**config.mk**
```make
export PLATFORM = sky130hd
export DESIGN_NAME = ecg_notch_highpass_filter_unit
export DESIGN_NICKNAME = d
export VERILOG_FILES = /design/src/sv/ecgf_pkg.sv /design/src/sv/ecg_notch_highpass_filter_unit.sv /design/src/sv/ecgf_datapath.sv
export SDC_FILE = /design/constraint.sdc
export NUM_CORES = 2
export LEC_CHECK = 0
export ABC_AREA = 1
export BUFFER_PORTS_ARGS = -buffer_cell sky130_fd_sc_hd__buf_4
export CELL_PAD_IN_SITES_DETAIL_PLACEMENT = 1
export CELL_PAD_IN_SITES_GLOBAL_PLACEMENT = 2
export CORE_MARGIN = 2
export CORE_UTILIZATION = 25
export CTS_BUF_LIST = sky130_fd_sc_hd__clkbuf_8 sky130_fd_sc_hd__clkbuf_16
export DETAILED_ROUTE_END_ITERATION = 6
export PLACE_DENSITY_LB_ADDON = 0.2
export SLEW_MARGIN = 30
export SYNTH_ARGS = -nofsm -noshare
export SYNTH_HDL_FRONTEND = slang
export SYNTH_SLANG_ARGS = --single-unit
```
**constraint.sdc**
```tcl
create_clock -name clk -period 12.5 [get_ports clk]
set_input_delay 1.25 -clock clk [delete_from_list [all_inputs] [get_ports clk]]
set_output_delay 1.25 -clock clk [all_outputs]
set_load 0.1 [all_outputs]
```
**src/sv/ecgf_pkg.sv**
```systemverilog
// shared types, constants and the control program of the ecg notch/high-pass filter
package ecgf_pkg;

  localparam int unsigned WINDOW      = 1000;
  localparam int unsigned NOTCH_ORDER = 2;
  localparam bit          ORDER_ONE   = (NOTCH_ORDER < 2);

  localparam int unsigned CODE_W    = 12;
  localparam int unsigned VOLTS_W   = 18;
  localparam int unsigned COEF_W    = 16;
  localparam int unsigned DATA_W    = 32;
  localparam int unsigned CNT_W     = 10;
  localparam int unsigned NUM_REGS  = 8;
  localparam int unsigned REG_IDX_W = 3;
  localparam int unsigned PC_W      = 4;
  localparam int unsigned OPND_W    = 33;
  localparam int unsigned PROD_W    = 49;
  localparam int unsigned ACC_W     = 40;

  // volts = floor((code * 264 + 2) / 5) via reciprocal multiply
  localparam int unsigned  VNUM_W     = 21;
  localparam int unsigned  RECIP_W    = 22;
  localparam int unsigned  DIV5_SHIFT = 24;
  localparam logic [RECIP_W-1:0] DIV5_RECIP = 22'd3355444;

  localparam logic signed [COEF_W-1:0] COEF_RESET [NUM_REGS] = '{
    16'sd16384, -16'sd23170, 16'sd16384, -16'sd30274,
    16'sd14932, 16'sd16384, -16'sd16384, -16'sd16302
  };

  typedef enum logic [3:0] {
    COEF_NOTCH_B0 = 4'd0,
    COEF_NOTCH_B1 = 4'd1,
    COEF_NOTCH_B2 = 4'd2,
    COEF_NOTCH_A1 = 4'd3,
    COEF_NOTCH_A2 = 4'd4,
    COEF_HP_B0    = 4'd5,
    COEF_HP_B1    = 4'd6,
    COEF_HP_A1    = 4'd7,
    COEF_HUNDRED  = 4'd8
  } coef_sel_t;

  typedef enum logic [1:0] {
    OPND_X = 2'd0,
    OPND_Y = 2'd1,
    OPND_Z = 2'd2
  } opnd_sel_t;

  typedef enum logic [1:0] {
    ACC_HOLD = 2'd0,
    ACC_LOAD = 2'd1,
    ACC_SUB  = 2'd2
  } acc_op_t;

  typedef enum logic [2:0] {
    WB_NONE = 3'd0,
    WB_Y    = 3'd1,
    WB_S0   = 3'd2,
    WB_S1   = 3'd3,
    WB_Z    = 3'd4,
    WB_H0   = 3'd5
  } wb_dst_t;

  typedef enum logic [1:0] {
    ADD_NONE = 2'd0,
    ADD_S0   = 2'd1,
    ADD_S1   = 2'd2,
    ADD_H0   = 2'd3
  } addend_sel_t;

  typedef enum logic [1:0] {
    JMP_NONE   = 2'd0,
    JMP_ALWAYS = 2'd1,
    JMP_ORDER1 = 2'd2
  } jump_t;

  typedef struct packed {
    coef_sel_t         coef;
    opnd_sel_t         opnd;
    logic              round;
    acc_op_t           acc;
    wb_dst_t           wb;
    addend_sel_t       addend;
    jump_t             jump;
    logic [PC_W-1:0]   target;
    logic              last;
  } ctrl_t;

  typedef struct packed {
    logic  load;
    logic  step;
    ctrl_t uc;
  } dp_ctrl_t;

  localparam logic [PC_W-1:0] STEP_HP_OUT = 4'd9;
  localparam logic [PC_W-1:0] STEP_ORD1   = 4'd14;

  function automatic ctrl_t ucode(input logic [PC_W-1:0] pc);
    ctrl_t w;
    w = '{coef: COEF_NOTCH_B0, opnd: OPND_X, round: 1'b1, acc: ACC_HOLD, wb: WB_NONE,
          addend: ADD_NONE, jump: JMP_NONE, target: '0, last: 1'b0};
    case (pc)
      4'd0: begin
        w.coef = COEF_NOTCH_B0; w.opnd = OPND_X;
      end
      4'd1: begin
        w.acc = ACC_LOAD;
      end
      4'd2: begin
        w.wb = WB_Y; w.addend = ADD_S0;
        w.coef = COEF_NOTCH_B1; w.opnd = OPND_X;
      end
      4'd3: begin
        w.coef = COEF_NOTCH_A1; w.opnd = OPND_Y; w.acc = ACC_LOAD;
      end
      4'd4: begin
        w.coef = COEF_NOTCH_B2; w.opnd = OPND_X; w.acc = ACC_SUB;
        w.jump = JMP_ORDER1; w.target = STEP_ORD1;
      end
      4'd5: begin
        w.coef = COEF_NOTCH_A2; w.opnd = OPND_Y;
        w.wb = WB_S0; w.addend = ADD_S1; w.acc = ACC_LOAD;
      end
      4'd6: begin
        w.acc = ACC_SUB;
      end
      4'd7: begin
        w.wb = WB_S1; w.coef = COEF_HP_B0; w.opnd = OPND_Y;
      end
      4'd8: begin
        w.acc = ACC_LOAD;
      end
      4'd9: begin
        w.wb = WB_Z; w.addend = ADD_H0;
        w.coef = COEF_HP_B1; w.opnd = OPND_Y;
      end
      4'd10: begin
        w.coef = COEF_HP_A1; w.opnd = OPND_Z; w.acc = ACC_LOAD;
      end
      4'd11: begin
        w.coef = COEF_HUNDRED; w.opnd = OPND_Z; w.round = 1'b0; w.acc = ACC_SUB;
      end
      4'd12: begin
        w.wb = WB_H0; w.acc = ACC_LOAD;
      end
      4'd13: begin
        w.last = 1'b1;
      end
      4'd14: begin
        w.wb = WB_S0; w.coef = COEF_HP_B0; w.opnd = OPND_Y;
      end
      4'd15: begin
        w.acc = ACC_LOAD; w.jump = JMP_ALWAYS; w.target = STEP_HP_OUT;
      end
      default: begin
        w.last = 1'b1;
      end
    endcase
    return w;
  endfunction

endpackage

```
**src/sv/ecg_notch_highpass_filter_unit.sv**
```systemverilog
// top level of the ecg notch and high-pass filter with its program sequencer
// Converts each 12-bit converter code to volts (unsigned Q2.16), runs it through a
// second-order notch and a first-order high-pass section (transposed direct form II,
// Q2.14 coefficients from the write port, Q15.16 saturating values) and returns the
// voltage, the filtered value, the filtered value times 100 and a flag on the last
// sample of every window. One multiplier is shared by all filter products, stepped by a
// 16-word control program; an item runs the full program with the second-order notch
// and jumps past the second notch state with a first-order notch, and the last step
// waits while the previous result is still held in the output register.
// in_stall is high while a program runs. Coefficients reset to their default values.
module ecg_notch_highpass_filter_unit (
  input  logic                                 clk,
  input  logic                                 rst,
  input  logic                                 cfg_write,
  input  logic [ecgf_pkg::REG_IDX_W-1:0]       cfg_index,
  input  logic [ecgf_pkg::COEF_W-1:0]          cfg_data,
  input  logic                                 in_valid,
  output logic                                 in_stall,
  input  logic [ecgf_pkg::CODE_W-1:0]          adc_code,
  output logic                                 out_valid,
  input  logic                                 out_stall,
  output logic [ecgf_pkg::VOLTS_W-1:0]         volts,
  output logic signed [ecgf_pkg::DATA_W-1:0]   filtered,
  output logic signed [ecgf_pkg::DATA_W-1:0]   scaled,
  output logic                                 window_end
);
  import ecgf_pkg::*;

  typedef enum logic [1:0] {
    ST_IDLE = 2'b01,
    ST_RUN  = 2'b10
  } state_t;

  state_t                    state;
  logic [PC_W-1:0]           pc, pc_next;
  logic [CNT_W-1:0]          count;
  logic [CNT_W:0]            cnt_inc;
  logic                      wrap;
  ctrl_t                     uc;
  dp_ctrl_t                  dp;
  logic                      accept, advance, finish;
  logic [VOLTS_W-1:0]        x_val;
  logic signed [DATA_W-1:0]  z_val, sat_val;

  always_comb begin
    uc       = ucode(pc);
    in_stall = (state != ST_IDLE);
    accept   = in_valid && !in_stall;
    advance  = (state == ST_RUN) && !(uc.last && out_valid && out_stall);
    finish   = advance && uc.last;
    unique case (uc.jump)
      JMP_ALWAYS: pc_next = uc.target;
      JMP_ORDER1: pc_next = ORDER_ONE ? uc.target : pc + PC_W'(1);
      default:    pc_next = pc + PC_W'(1);
    endcase
    cnt_inc = {1'b0, count} + (CNT_W+1)'(1);
    wrap    = (cnt_inc >= (CNT_W+1)'(WINDOW));
    dp      = '{load: accept, step: advance, uc: uc};
  end

  ecgf_datapath u_datapath (
    .clk       (clk),
    .rst       (rst),
    .cfg_write (cfg_write),
    .cfg_index (cfg_index),
    .cfg_data  (cfg_data),
    .adc_code  (adc_code),
    .dp        (dp),
    .x_val     (x_val),
    .z_val     (z_val),
    .sat_val   (sat_val)
  );

  always_ff @(posedge clk) begin
    if (rst) begin
      state     <= ST_IDLE;
      pc        <= '0;
      out_valid <= 1'b0;
      count     <= '0;
    end else begin
      if (accept) begin
        state <= ST_RUN;
        pc    <= '0;
      end else if (finish) begin
        state <= ST_IDLE;
      end else if (advance) begin
        pc <= pc_next;
      end
      if (finish) begin
        out_valid <= 1'b1;
        count     <= wrap ? '0 : cnt_inc[CNT_W-1:0];
      end else if (!out_stall) begin
        out_valid <= 1'b0;
      end
    end
  end

  always_ff @(posedge clk) begin
    if (finish) begin
      volts      <= x_val;
      filtered   <= z_val;
      scaled     <= sat_val;
      window_end <= wrap;
    end
  end

`ifndef SYNTHESIS
  a_accept_starts: assert property (@(posedge clk) disable iff (rst)
    accept |=> (state == ST_RUN) && (pc == '0))
    else $error("accepted transaction did not start the program");

  a_last_holds: assert property (@(posedge clk) disable iff (rst)
    (state == ST_RUN) && uc.last && out_valid && out_stall |=> (state == ST_RUN) && $stable(pc))
    else $error("program left its last step while the result register was full");

  a_finish_delivers: assert property (@(posedge clk) disable iff (rst)
    finish |=> out_valid && (state == ST_IDLE))
    else $error("finished program did not present a result");

  a_count_range: assert property (@(posedge clk) disable iff (rst)
    (CNT_W+1)'(count) < (CNT_W+1)'(WINDOW))
    else $error("sample counter reached the window length");
`endif

endmodule

```
**src/sv/ecgf_datapath.sv**
```systemverilog
// shared multiply-accumulate datapath with coefficient bank and filter state
module ecgf_datapath (
  input  logic                                 clk,
  input  logic                                 rst,
  input  logic                                 cfg_write,
  input  logic [ecgf_pkg::REG_IDX_W-1:0]       cfg_index,
  input  logic [ecgf_pkg::COEF_W-1:0]          cfg_data,
  input  logic [ecgf_pkg::CODE_W-1:0]          adc_code,
  input  ecgf_pkg::dp_ctrl_t                   dp,
  output logic [ecgf_pkg::VOLTS_W-1:0]         x_val,
  output logic signed [ecgf_pkg::DATA_W-1:0]   z_val,
  output logic signed [ecgf_pkg::DATA_W-1:0]   sat_val
);
  import ecgf_pkg::*;

  localparam logic signed [PROD_W-1:0] ROUND_BIAS = PROD_W'(8192);
  localparam int unsigned FRAC_SHIFT = 14;
  localparam logic signed [COEF_W-1:0] HUNDRED = 16'sd100;

  logic signed [COEF_W-1:0]  coef_bank [NUM_REGS];
  logic [VOLTS_W-1:0]        x_q;
  logic signed [DATA_W-1:0]  y_q, z_q, s0_q, s1_q, h0_q;
  logic signed [PROD_W-1:0]  prod_q;
  logic                      round_q;
  logic signed [ACC_W-1:0]   acc_q;

  logic [VNUM_W-1:0]             v_num;
  logic [VNUM_W+RECIP_W-1:0]     v_prod;
  logic signed [COEF_W-1:0]      coef_op;
  logic signed [OPND_W-1:0]      opnd_op;
  logic signed [PROD_W-1:0]      prod_d;
  logic signed [PROD_W-1:0]      rnd_sum, rnd_shift;
  logic signed [ACC_W-1:0]       term;
  logic signed [DATA_W-1:0]      addend;
  logic signed [ACC_W-1:0]       wb_sum;

  // converter code to volts
  always_comb begin
    v_num  = (VNUM_W'(adc_code) << 8) + (VNUM_W'(adc_code) << 3) + VNUM_W'(2);
    v_prod = (VNUM_W+RECIP_W)'(v_num) * (VNUM_W+RECIP_W)'(DIV5_RECIP);
  end

  // multiplier operands
  always_comb begin
    if (dp.uc.coef == COEF_HUNDRED) begin
      coef_op = HUNDRED;
    end else begin
      coef_op = coef_bank[dp.uc.coef[REG_IDX_W-1:0]];
    end
    unique case (dp.uc.opnd)
      OPND_Y:  opnd_op = {y_q[DATA_W-1], y_q};
      OPND_Z:  opnd_op = {z_q[DATA_W-1], z_q};
      default: opnd_op = signed'({{(OPND_W-VOLTS_W){1'b0}}, x_q});
    endcase
    prod_d = coef_op * opnd_op;
  end

  // rounding of the registered product
  always_comb begin
    rnd_sum   = prod_q + ROUND_BIAS;
    rnd_shift = rnd_sum >>> FRAC_SHIFT;
    term      = round_q ? rnd_shift[ACC_W-1:0] : prod_q[ACC_W-1:0];
  end

  // write-back with saturation to 32 bits
  always_comb begin
    unique case (dp.uc.addend)
      ADD_S0:  addend = s0_q;
      ADD_S1:  addend = s1_q;
      ADD_H0:  addend = h0_q;
      default: addend = '0;
    endcase
    wb_sum = acc_q + {{(ACC_W-DATA_W){addend[DATA_W-1]}}, addend};
    if ((&wb_sum[ACC_W-1:DATA_W-1]) || !(|wb_sum[ACC_W-1:DATA_W-1])) begin
      sat_val = wb_sum[DATA_W-1:0];
    end else if (wb_sum[ACC_W-1]) begin
      sat_val = {1'b1, {(DATA_W-1){1'b0}}};
    end else begin
      sat_val = {1'b0, {(DATA_W-1){1'b1}}};
    end
  end

  always_ff @(posedge clk) begin
    if (rst) begin
      for (int i = 0; i < NUM_REGS; i++) begin
        coef_bank[i] <= COEF_RESET[i];
      end
    end else if (cfg_write) begin
      coef_bank[cfg_index] <= cfg_data;
    end
  end

  always_ff @(posedge clk) begin
    if (rst) begin
      s0_q <= '0;
      s1_q <= '0;
      h0_q <= '0;
    end else if (dp.step) begin
      unique case (dp.uc.wb)
        WB_S0:   s0_q <= sat_val;
        WB_S1:   s1_q <= sat_val;
        WB_H0:   h0_q <= sat_val;
        default: ;
      endcase
    end
  end

  always_ff @(posedge clk) begin
    if (dp.load) begin
      x_q <= v_prod[DIV5_SHIFT+VOLTS_W-1:DIV5_SHIFT];
    end
    if (dp.step) begin
      prod_q  <= prod_d;
      round_q <= dp.uc.round;
      unique case (dp.uc.acc)
        ACC_LOAD: acc_q <= term;
        ACC_SUB:  acc_q <= acc_q - term;
        default:  ;
      endcase
      unique case (dp.uc.wb)
        WB_Y:    y_q <= sat_val;
        WB_Z:    z_q <= sat_val;
        default: ;
      endcase
    end
  end

  assign x_val = x_q;
  assign z_val = z_q;

endmodule

```
==> flow_summary.json <==
{
  "postRouteWirelength_um": 200000,
  "rsz0062_at_grt": "false",
  "top_register": "u_datapath.coef_bank",
  "critPathSlowestCell": "nand2_1",
  "ys_seq_elements": 496,
  "h-tree-depth": 2,
  "wire_per_inst_um": 22.7,
  "hold_viol_final": 0,
  "die_x_um": 457,
  "worstSkewPairLatency_ns": 0.71,
  "crit_required_ns": 12.90,
  "cp-end-kind": "flip-flop",
  "finClkSkew_ns": 0.0615,
  "wl_met3_um": 4320,
  "r2r_cells": 30,
  "critPathMaxStageDelay_ns": 0.77,
  "gr-total-overflow": 0,
  "seq_area_um2": 13800,
  "cts_root_buffer": "clkbuf_16",
  "top_layer": "met5",
  "syn_inst": 5945,
  "relSlewSlack": 0.342,
  "post-route-period-util": 0.871,
  "min_period_ns": 10.88,
  "setup-violations-final": 0,
  "path_max_fanout": 27,
  "grt_pass1_wl_um": 297000,
  "cp_data_arrival_time_ns": 11.28,
  "wl_met1_um": 88100,
  "synthesis.area_um2": 51400,
  "syn_area_per_cell_um2": 8.65,
  "finalMaxSlewViolations": 0,
  "place_ws_ns": 1.57,
  "min_path_type": "reg2reg",
  "yosysSeqAreaShare": 0.268,
  "ant_nets": 0,
  "cpMostUsedCell": "inv_1",
  "cts_buffers": 61,
  "cts-resized-gates": 0,
  "cts_tree": "done",
  "clock_sinks": 496,
  "dr_wl_met2_um": 101000,
  "syn_nets": 6996,
  "startpoint_type": "flip-flop",
  "final_nets": 7088,
  "max_cap_viol_count": 0,
  "final_cell_mix": "1262 x inv_1, 1060 x nand2_1, 624 x nor2_1",
  "fillCellCount": 23900,
  "antenna_found_initial": 13,
  "vias": 39800,
  "layout-drive-gt1-share": 0.0660,
  "largest_reg_flops": 128,
  "viasPerCell": 4.53,
  "r2r_start": "pc[1]",
  "grt_max_degree": 74,
  "yosysTopAreaCell": "fa_1",
  "worstSetupPathType": "reg2reg",
  "track_usage": 0.190,
  "place.gp.congestion": 0.860,
  "clk_pin_slew_ns": 0.07,
  "final_common_cell": "inv_1",
  "synth_edf_count": 383,
  "area_delta_synth_final_pct": 12.2,
  "reg_top3": "u_datapath.coef_bank x128, u_datapath.prod_q x49, u_datapath.acc_q x40",
  "synthTopCellsByArea": "fa_1 24%, edfxtp_1 22%, ha_1 9.5%, inv_1 9.2%, nand2_1 7.8%",
  "tightest_slew_ns": 0.987,
  "port_buffers": 120,
  "drt_iter0_drc": 1896,
  "ys_types": 60,
  "die_area_um2": 209000,
  "synth_flop_cell": "edfxtp_1",
  "synthDominantCellAreaShare": 0.243,
  "drc_errors": 0,
  "firstDrtPassIters": 5,
  "multi_input_area_um2": 32100,
  "grt_pass1_vias": 44200,
  "placementRows": 166,
  "rr_endpoint": "u_datapath.prod_q[47]",
  "finalWorstSetupSlack_ns": 1.62,
  "synth_warnings": 0,
  "rrSetupSlack_ns": 1.62,
  "clockBufferDepth": 3,
  "holdPathEnd": "filtered[31]",
  "hpwl_um": 164000,
  "max_clock_freq_ghz": 0.0919,
  "die_h_um": 457,
  "outcome": "complete, no violations",
  "hold_path.startpoint": "u_datapath.z_val[31]",
  "tns_ns": 0,
  "cts_setup_buffers": 0,
  "async_reset_ff_frac": 0,
  "ios": 121,
  "hold_depth": 0,
  "cts_hold_buf": 0,
  "initial_core_util": 0.251,
  "core-area_um2": 205000
}
## per-layer routing
metal,GRT usage,vias to the layer above
li1,-,18800
met1,0.242,20200
met2,0.344,493
met3,0.0125,186
met4,0.0552,2
met5,0,-
## worst max-delay path: cells and delay by family (launching register included)
family / cells / cell delay [ns]
compound gates: 3 / 1.08
xor+xnor: 1 / 0.10
fa+ha+maj: 8 / 3.86
buf+inv: 8 / 1.81
flops: 1 / 0.33
simple gates: 10 / 3.27
## cells by family (layout without fill, tap and decap cells)
kind of cell,count (synthesis),after routing,synth area share
and+or+nand+nor,1982,1982,0.155
buffers and inverters,1448,1593,0.109
adders and majority gates,1015,1015,0.338
AOI/OAI and AO/OA,827,827,0.0994
DFF,496,496,0.268
xor gates and xnor gates,172,172,0.0300
muxes,5,5,0.000974
other,0,2,0
## how the worst max path moves through the flow
| stage | startpoint | endpoint | slack (ns) | depth (start not counted) |
|---|---|---|---|---|
| 2_1_floorplan | adc_code[0] | u_datapath.x_val[14] | 4.40 | 35 |
| 3_3_place_gp | pc[1] | u_datapath.prod_q[47] | 1.53 | 30 |
| 3_5_place_dp | pc[1] | u_datapath.prod_q[47] | 1.57 | 30 |
| 4_1_cts | pc[1] | u_datapath.prod_q[47] | 1.50 | 30 |
| 5_1_grt | pc[1] | u_datapath.prod_q[47] | 1.12 | 30 |
| 6_report | pc[1] | u_datapath.prod_q[47] | 1.62 | 30 |
## final cells by class
cell class | instances | share of cell area
Sequential cell | 496 | 0.239
Inverter | 1290 | 0.0840
Antenna cell | 2 | 0.0000868
Clock inverter | 48 | 0.00816
Timing Repair Buffer | 187 | 0.0254
Clock buffer | 68 | 0.0281
Tap cell | 2688 | 0.0583
Multi-Input combinational cell | 4001 | 0.557
## metrics by stage
step,hold WS [ns],util,cell area [um2],std cells
final,0.449,0.282,57700,8780
after global routing,0.471,0.282,57700,8778
after CTS,0.449,0.282,57600,8777
after detailed placement,0.437,0.271,55500,8661
after global placement,0.433,0.271,55500,8659
after floorplan,0.421,-,51400,5945
## cell usage after synthesis (13+ instances only)
library cell / instances
a21o_1: 17
a21oi_1: 285
a21oi_4: 30
a221o_1: 17
a22o_1: 15
a31oi_1: 41
buf_2: 39
clkbuf_1: 87
clkinv_1: 15
dfxtp_1: 113
edfxtp_1: 383
fa_1: 623
ha_1: 392
inv_1: 1258
inv_2: 17
nand2_1: 1063
nand3_1: 161
nand4_1: 16
nor2_1: 628
nor3_1: 30
nor4_1: 17
o211ai_1: 38
o21a_1: 15
o21ai_0: 280
o21ai_1: 13
o21bai_1: 16
o311ai_1: 30
or2_0: 13
or2_2: 27
xnor2_1: 64
xor2_1: 106
Power is left out: the tool's default activity adds up to more than one toggle a clock period on the data nets, which glitch-free logic cannot reach.
